<file path="config.mk">
export PLATFORM = sky130hd
export DESIGN_NAME = spq_core
export DESIGN_NICKNAME = d
export VERILOG_FILES = /design/src/sv/spq_pkg.sv /design/src/sv/spq_core.sv
export VERILOG_INCLUDE_DIRS = /design/src /design/src/sv
export SDC_FILE = /design/constraint.sdc
export NUM_CORES = 1
export LEC_CHECK = 0
export BUFFER_PORTS_ARGS = -buffer_cell sky130_fd_sc_hd__buf_2
export CAP_MARGIN = 5
export CORE_ASPECT_RATIO = 1.4
export CORE_MARGIN = 5
export CORE_UTILIZATION = 55
export DETAILED_ROUTE_END_ITERATION = 16
export PLACE_DENSITY_LB_ADDON = 0.12
export REMOVE_ABC_BUFFERS = 1
export SYNTH_ARGS = -nofsm -noshare
export SYNTH_HDL_FRONTEND = slang
export SYNTH_SLANG_ARGS = --single-unit
export TNS_END_PERCENT = 20
</file>
<file path="constraint.sdc">
create_clock -name clk -period 5.9 [get_ports clk]
set_input_delay 0.295 -clock clk [delete_from_list [all_inputs] [get_ports clk]]
set_output_delay 0.295 -clock clk [all_outputs]
set_load 0.02 [all_outputs]
</file>
<file path="src/sv/sorted_position_range_query_macros.svh">
// assertion helpers used by spq_core
`ifndef SORTED_POSITION_RANGE_QUERY_MACROS_SVH
`define SORTED_POSITION_RANGE_QUERY_MACROS_SVH

// same-cycle implication, checked outside reset
`define SPQ_ASSERT_NOW(label, clk, rst_n, ante, cons, msg) \
  label: assert property (@(posedge clk) disable iff (!rst_n) (ante) |-> (cons)) \
    else $error(msg);

// next-cycle implication, checked outside reset
`define SPQ_ASSERT_NEXT(label, clk, rst_n, ante, cons, msg) \
  label: assert property (@(posedge clk) disable iff (!rst_n) (ante) |=> (cons)) \
    else $error(msg);

`endif

</file>
<file path="src/sv/spq_pkg.sv">
`timescale 1ns / 1ps
package spq_pkg;

  // table geometry
  localparam int TABLE_DEPTH = 65536;
  localparam int ADDR_W      = $clog2(TABLE_DEPTH);
  localparam int CNT_W       = $clog2(TABLE_DEPTH + 1);
  localparam int POS_W       = 32;

  // operation codes
  localparam logic [1:0] OP_CLEAR  = 2'd0;
  localparam logic [1:0] OP_APPEND = 2'd1;
  localparam logic [1:0] OP_QUERY  = 2'd2;

  // input item
  typedef struct packed {
    logic [1:0]       operation;
    logic [POS_W-1:0] position_value;
    logic [POS_W-1:0] range_start;
    logic [POS_W-1:0] range_stop;
    logic [POS_W-1:0] index_offset;
  } spq_in_t;

  // result item
  typedef struct packed {
    logic [POS_W-1:0] first_index;
    logic [POS_W-1:0] end_index;
  } spq_out_t;

  // table memory request from the sequencer
  typedef struct packed {
    logic              we;
    logic [ADDR_W-1:0] waddr;
    logic [POS_W-1:0]  wdata;
    logic              re;
    logic [ADDR_W-1:0] raddr;
  } spq_ram_req_t;

endpackage

</file>
<file path="src/sv/spq_core.sv">
`timescale 1ns / 1ps
`include "sorted_position_range_query_macros.svh"
module spq_core (
  input  logic                  clk,
  input  logic                  rst_n,
  input  logic                  in_valid,
  output logic                  in_stall,
  input  spq_pkg::spq_in_t      in_item,
  output spq_pkg::spq_ram_req_t ram_req,
  input  logic [31:0]           ram_rdata,
  output logic                  res_valid,
  input  logic                  res_ready,
  output spq_pkg::spq_out_t     res_item
);
  import spq_pkg::*;

  typedef enum logic [2:0] {
    ST_IDLE = 3'b001,
    ST_LOOP = 3'b010,
    ST_CMP  = 3'b100
  } spq_state_t;

  spq_state_t       state_r, state_nxt;
  logic [CNT_W-1:0] count_r, count_nxt;
  logic [CNT_W-1:0] cursor_r, cursor_nxt;
  logic             phase_r, phase_nxt;
  logic [CNT_W-1:0] lo_r, lo_nxt;
  logic [CNT_W-1:0] len_r, len_nxt;
  logic [POS_W-1:0] key_r, key_nxt;
  logic [POS_W-1:0] stop_r, stop_nxt;
  logic [POS_W-1:0] offset_r, offset_nxt;

  logic [CNT_W-1:0] half;
  logic [CNT_W-1:0] mid;
  logic [CNT_W:0]   lo_plus_len;

  // bisection step values
  assign half        = len_r >> 1;
  assign mid         = lo_r + half;
  assign lo_plus_len = {1'b0, lo_r} + {1'b0, len_r};

  assign in_stall = (state_r != ST_IDLE);

  assign res_item.first_index = offset_r + POS_W'(cursor_r);
  assign res_item.end_index   = offset_r + POS_W'(lo_r);

  // sequencer
  always_comb begin
    state_nxt  = state_r;
    count_nxt  = count_r;
    cursor_nxt = cursor_r;
    phase_nxt  = phase_r;
    lo_nxt     = lo_r;
    len_nxt    = len_r;
    key_nxt    = key_r;
    stop_nxt   = stop_r;
    offset_nxt = offset_r;
    ram_req       = '0;
    ram_req.waddr = count_r[ADDR_W-1:0];
    ram_req.wdata = in_item.position_value;
    ram_req.raddr = mid[ADDR_W-1:0];
    res_valid  = 1'b0;
    case (state_r)
      ST_IDLE: begin
        if (in_valid) begin
          case (in_item.operation)
            OP_CLEAR: begin
              count_nxt  = '0;
              cursor_nxt = '0;
            end
            OP_APPEND: begin
              if (count_r < CNT_W'(TABLE_DEPTH)) begin
                ram_req.we = 1'b1;
                count_nxt  = count_r + 1'b1;
              end
            end
            OP_QUERY: begin
              lo_nxt     = cursor_r;
              len_nxt    = count_r - cursor_r;
              key_nxt    = in_item.range_start;
              stop_nxt   = in_item.range_stop;
              offset_nxt = in_item.index_offset;
              phase_nxt  = 1'b0;
              state_nxt  = ST_LOOP;
            end
            default: ;
          endcase
        end
      end
      ST_LOOP: begin
        if (len_r != '0) begin
          // fetch the midpoint entry
          ram_req.re = 1'b1;
          state_nxt  = ST_CMP;
        end else if (!phase_r) begin
          // start search done, launch stop search from the new cursor
          cursor_nxt = lo_r;
          len_nxt    = count_r - lo_r;
          key_nxt    = stop_r;
          phase_nxt  = 1'b1;
        end else begin
          res_valid = 1'b1;
          if (res_ready) begin
            state_nxt = ST_IDLE;
          end
        end
      end
      ST_CMP: begin
        // narrow the interval on the fetched entry
        if (ram_rdata < key_r) begin
          lo_nxt  = mid + 1'b1;
          len_nxt = len_r - half - 1'b1;
        end else begin
          len_nxt = half;
        end
        state_nxt = ST_LOOP;
      end
      default: begin
        state_nxt = ST_IDLE;
      end
    endcase
  end

  // control state
  always_ff @(posedge clk) begin
    if (!rst_n) begin
      state_r  <= ST_IDLE;
      count_r  <= '0;
      cursor_r <= '0;
      phase_r  <= 1'b0;
    end else begin
      state_r  <= state_nxt;
      count_r  <= count_nxt;
      cursor_r <= cursor_nxt;
      phase_r  <= phase_nxt;
    end
  end

  // search datapath
  always_ff @(posedge clk) begin
    lo_r     <= lo_nxt;
    len_r    <= len_nxt;
    key_r    <= key_nxt;
    stop_r   <= stop_nxt;
    offset_r <= offset_nxt;
  end

  `SPQ_ASSERT_NOW(a_cursor_in_table, clk, rst_n, 1'b1, cursor_r <= count_r,
    "search cursor beyond entry count")
  `SPQ_ASSERT_NOW(a_count_in_range, clk, rst_n, 1'b1, count_r <= CNT_W'(TABLE_DEPTH),
    "entry count beyond table depth")
  `SPQ_ASSERT_NOW(a_interval_in_table, clk, rst_n, state_r != ST_IDLE,
    lo_plus_len <= {1'b0, count_r}, "search interval runs past entry count")
  `SPQ_ASSERT_NEXT(a_cmp_after_read, clk, rst_n, ram_req.re, state_r == ST_CMP,
    "read issued without compare step")

endmodule

</file>
* Yosys cells after proc, flatten, opt, wreduce, memory -nomap -nowiden *
Cells that the tools add are included.

word-level totals
  register bits after elaboration = 168
  bits of input ports = 166

cells by class
  add/subtract/negate cells = 9
  multiplexer cells = 41
  reductions and logical operators = 14
  equal/unequal tests = 15
  $lt $le $gt $ge = 2

operator list
  kind                                                                     number
  17-bit 2-to-1 mux                                                        13
  32-bit 2-to-1 mux                                                        4
  17-bit one-hot mux with 2 select lines                                   3
  32-bit by 17-bit adder with 32-bit output                                2
  32-bit one-hot mux with 2 select lines                                   1
  17-bit one-hot mux with 3 select lines                                   1
  17-bit by 1-bit adder with 17-bit output, second input constant          2
  17-bit subtractor                                                        2
  32-bit < comparator                                                      1
  17-bit by 16-bit adder with 17-bit output                                1
  17-bit < comparator, second input constant                               1
  17-bit nonzero test                                                      1
  17-bit by 1-bit subtractor with 17-bit output, second input constant     1
  17-bit by 16-bit subtractor with 17-bit output                           1
  4-bit AND reduction                                                      4
  3-bit 2-to-1 mux                                                         5
  5-bit AND reduction                                                      3
  1-bit 2-to-1 mux                                                         12
  2-bit inequality test, second input constant                             5
  3-bit one-hot mux with 3 select lines                                    1
  3-bit inequality test, second input constant                             2
  2-bit nonzero test                                                       3
  2-bit by 1-bit inequality test with 1-bit output, second input constant  2
  3-bit by 1-bit equality test with 1-bit output, second input constant    1
  9 further kinds                                                          9

* Depth between registers and ports, before layout *
  word-level depth = 5
  depth in mapped cells = 15

* Worst setup path after synthesis *
OpenSTA, ideal clock, no wires.

  kind = reg-to-reg
  from = register len_r[2]
  to = register key_r[0], enable pin
  arrival time = 3.698 ns
  setup time = 0.470 ns
  stages on the path, launching flop included = 7
  clock period less this slack = 4.168 ns
  slack = 1.732 ns
  buffers on the path = 0
  data required time = 5.430 ns
  cell sequence = edfxtp_1 -> inv_1 -> ha_1 -> nand2_1 -> nor4_1 -> nand2_1 -> a21boi_0

between the ends
  word-level cells in the longest chain between the ends = 3

RTL lines
  element                          line             source
  start: declaration               spq_core.sv:28   logic [CNT_W-1:0] len_r, len_nxt;
  start signal: assignment         spq_core.sv:142  len_r <= len_nxt;
  17-bit nonzero test              spq_core.sv:91   if (len_r != '0) begin
  2-bit inequality test (no line)  n/a
  5-bit AND reduction (no line)    n/a
  end signal: assignment           spq_core.sv:143  key_r <= key_nxt;
  end: declaration                 spq_core.sv:29   logic [POS_W-1:0] key_r, key_nxt;

No other way between the ends.
A chain may end at the register's enable or synchronous reset.

==> impl_metrics.env <==
export IMPL_status="complete, no violations"
export IMPL_drt_met1_wl_microns=13700
export IMPL_synth_fa_ha_area_share_pct=12.9
export IMPL_ir_worst_vdd_mv=0.213
export IMPL_route_met3_wl_microns=1820
export IMPL_yosysUniqueCellTypes=83
export IMPL_cts_hold_buf=0
export IMPL_synth_edff_count=130
export IMPL_yosysSeqAreaShare_pct=36.8
export IMPL_drt_wirelength_per_cell_microns=18.6
export IMPL_hpwl_microns=26900
export IMPL_syn_inst=1300
export IMPL_slew_viol_final=0
export IMPL_path_cells="ha_1 -> inv_1 -> fa_1 -> nor2b_1 -> o21ai_0 -> a21o_1 -> a21boi_0 -> o211ai_1 -> a31oi_1 -> o211ai_1 -> xnor2_1 -> buf_2"
export IMPL_io_buffers=233
export IMPL_critPathArrivalTime_ps=3900
export IMPL_worst_setup_path_start_kind="flip-flop"
export IMPL_cts_setup_buffers=0
export IMPL_cts_clk_slew_worst_paths_ps=60
export IMPL_p_per_area_mw_per_mm2=220
export IMPL_die_x_microns=138
export IMPL_detailedRoute_firstIterationViolations=604
export IMPL_rsz0062_at_grt="no"
export IMPL_insertion_delay_ps=440
export IMPL_cp_max_fo=8
export IMPL_grt_usage_pct=24.9
export IMPL_core_sq_mm=0.0226
export IMPL_drc=0
export IMPL_setup_violations_final=0
export IMPL_cp_common_cell="o211ai_1"
export IMPL_setup_worst_path_class="flip-flop to primary output"
export IMPL_crit_buf_inv=2
export IMPL_synth_simple_area_share_pct=13.7
export IMPL_worstHoldStart="in_item[47]"
export IMPL_finalCriticalPeriod_ps=4190
export IMPL_muxShareOfSynthArea_pct=5.58
export IMPL_ys_flop_type="edfxtp_1"
export IMPL_slowest_stage="a31oi_1"
export IMPL_reg2regPathDepth=10
export IMPL_wl_met2_microns=16700
export IMPL_area_growth_pct=13.4
export IMPL_min_path_cells=1
export IMPL_grt_pass1_vias=10200
export IMPL_clock_path_buffers=2
export IMPL_rows=65
export IMPL_critPathCaptureType="primary output"
export IMPL_numCtsBuffers=17
export IMPL_period_share_pct=71.1
export IMPL_overflow=0
export IMPL_cts_resized_gates=0
export IMPL_n_antenna_cell=0
export IMPL_die_y_microns=190
export IMPL_ys_seq_elements=168
export IMPL_maxCapViolations=0
export IMPL_fin_util_pct=63.5
export IMPL_dr_pass1_iters=7
export IMPL_cts_tree="built"
export IMPL_ant_nets=0
export IMPL_max_stage_delay_ps=650
export IMPL_cts_sinks=168
export IMPL_r2r_end="lo_r[14]$_DFFE_PP_"
export IMPL_worst_pin_slew_ps=1150
export IMPL_synth_top_family_by_area="compound AO/OA/AOI/OAI gates"
export IMPL_ys_warn_count=0
export IMPL_syn_area_sq_mm=0.0127
export IMPL_h_tree_depth=4
export IMPL_cp_depth=12
export IMPL_antenna_found_initial=0
export IMPL_finalWirelength_microns=33400
export IMPL_grt_max_degree=55
export IMPL_crit_family="compound AO/OA/AOI/OAI gates"
export IMPL_cts_root_buf="clkbuf_16"
export IMPL_grt_pass1_wl_microns=52200
export IMPL_min_to="stop_r[15]$_DFFE_PP_"
export IMPL_dr_total_vias=10200
export IMPL_setup_tns_ps=0
export IMPL_pin_count=298
export IMPL_fin_worst_skew_ps=13.9
export IMPL_async_reset_ff_share_pct=0
export IMPL_avgViaCountPerCell=5.70
export IMPL_die_area_sq_mm=0.0262
export IMPL_synth_xor_area_share_pct=8.30
export IMPL_crit_reg2reg_launch="key_r[21]$_DFFE_PP_"
export IMPL_top_layer="met4"
export IMPL_required_ps=5610
export IMPL_initial_core_util_pct=56.0
export IMPL_r2r_slack_ps=1760
export IMPL_layout_drive_gt1_share_pct=22.2
export IMPL_p_leak_nw=6.11
export IMPL_hp_class="input port to flip-flop"
export IMPL_synth_compound_area_share_pct=15.8
export IMPL_fmax_mhz=239
export IMPL_syn_avg_cell_area_sq_um=9.74
export IMPL_relSlewSlack_pct=21.3
export IMPL_nNetsFinal=1774
export IMPL_gp_congestion=0.879
export IMPL_hold_violations=0
-- flip-flops by register name, indices dropped and copies added (netlist names) --
signal,flops
lo_r,17
state_r,3
key_r,32
cursor_r,17
stop_r,32
offset_r,32
len_r,17
phase_r,1
count_r,17
-- cell usage in the layout (no fill, tap or decap), types with 37 or more instances in the layout --
cell	Yosys	final
edfxtp_1	130	130
o21ai_0	68	67
nand3_1	44	44
xnor2_1	80	80
a21oi_1	61	61
inv_1	96	95
dfxtp_1	38	38
ha_1	123	123
mux2_2	37	37
buf_2	2	233
nor2_1	79	79
nand2_1	97	97
-- cells in the mapped netlist (4+ instances only) --
master | n | area (sq um)
edfxtp_1 | 130 | 3900
ha_1 | 123 | 1540
nand2_1 | 97 | 364
inv_1 | 96 | 360
xnor2_1 | 80 | 701
nor2_1 | 79 | 297
o21ai_0 | 68 | 340
a21oi_1 | 61 | 305
buf_4 | 48 | 360
nand3_1 | 44 | 220
dfxtp_1 | 38 | 761
mux2_2 | 37 | 417
xor2_1 | 30 | 263
mux2i_1 | 29 | 290
a21o_1 | 27 | 203
clkbuf_1 | 23 | 86.3
a21boi_0 | 22 | 165
nor3_1 | 22 | 110
a31oi_1 | 15 | 93.8
nand4_1 | 15 | 93.8
and3_1 | 14 | 87.6
o211ai_1 | 14 | 105
o21a_1 | 14 | 105
and2_1 | 13 | 81.3
o31ai_1 | 11 | 82.6
nand2b_1 | 10 | 62.6
nor2b_1 | 8 | 50.1
nor4_1 | 8 | 50.1
or3_1 | 8 | 50.1
a211oi_1 | 7 | 52.6
o21bai_1 | 7 | 52.6
nand3b_1 | 6 | 45.0
nor3b_1 | 6 | 45.0
a2111oi_0 | 5 | 43.8
fa_1 | 5 | 100
buf_1 | 4 | 15.0
o21ai_1 | 4 | 20.0
o22ai_1 | 4 | 25.0
o31a_1 | 4 | 35.0
or2_2 | 4 | 25.0
-- area by class of cell --
| class | instances | area (sq um) |
|---|---|---|
| Fill cell | 1971 | 8250 |
| Inverter | 96 | 360 |
| Timing Repair Buffer | 241 | 1230 |
| Clock inverter | 14 | 156 |
| Sequential cell | 168 | 4660 |
| Tap cell | 301 | 377 |
| Multi-Input combinational cell | 956 | 7150 |
| Clock buffer | 18 | 429 |
-- power breakdown --
group / leakage [nW] / switching [mW] / internal (mW) / total, mW
clock network: 0.280 / 0.460 / 0.660 / 1.12
registers: 1.51 / 0.0290 / 1.32 / 1.35
logic: 4.32 / 0.410 / 0.279 / 0.689
-- metal layers --
layer | track usage (%) | up-vias
met5 | 0.940 | -
met4 | 10.2 | 0
met3 | 5.48 | 57
met2 | 43.9 | 312
met1 | 29.4 | 4800
li1 | - | 5062
-- worst max path at each step --
| stage | endpoint | start | slack (ps) |
|---|---|---|---|
| after floorplan | key_r[0]$_DFFE_PP_ | state_r[1]$_SDFFE_PN0P_ | -3510 |
| after global placement | lo_r[16]$_DFFE_PP_ | ram_rdata[21] | 1790 |
| after detailed placement | lo_r[16]$_DFFE_PP_ | ram_rdata[21] | 1730 |
| after CTS | res_item[20] | lo_r[1]$_DFFE_PP_ | 1730 |
| after global routing | res_item[18] | lo_r[0]$_DFFE_PP_ | 1430 |
| final | res_item[28] | lo_r[0]$_DFFE_PP_ | 1710 |
-- kinds of logic (layout without fill, tap and decap cells) --
logic type / count (synthesis) / after routing
AOI/OAI and AO/OA: 299 / 299
xor gates and xnor gates: 114 / 114
adders and majority gates: 128 / 128
buffers and inverters: 176 / 369
DFF: 168 / 168
muxes: 66 / 66
and+or+nand+nor: 349 / 349
-- through the flow --
stage | area [sq um] | setup slack [ps] | hold slack [ps] | power [mW] | instances
4_1_cts | 14400 | 1730 | 10.2 | 3.18 | 1794
6_report | 14400 | 1710 | 31.4 | 3.16 | 1794
5_1_grt | 14400 | 1430 | 12.8 | 3.30 | 1794
3_3_place_gp | 13800 | 1790 | 471 | 2.04 | 1762
2_1_floorplan | 12200 | -3510 | 357 | 1.84 | 1220
3_5_place_dp | 13800 | 1730 | 473 | 2.05 | 1762
No activity file was read; power rests on OpenSTA's default activity.
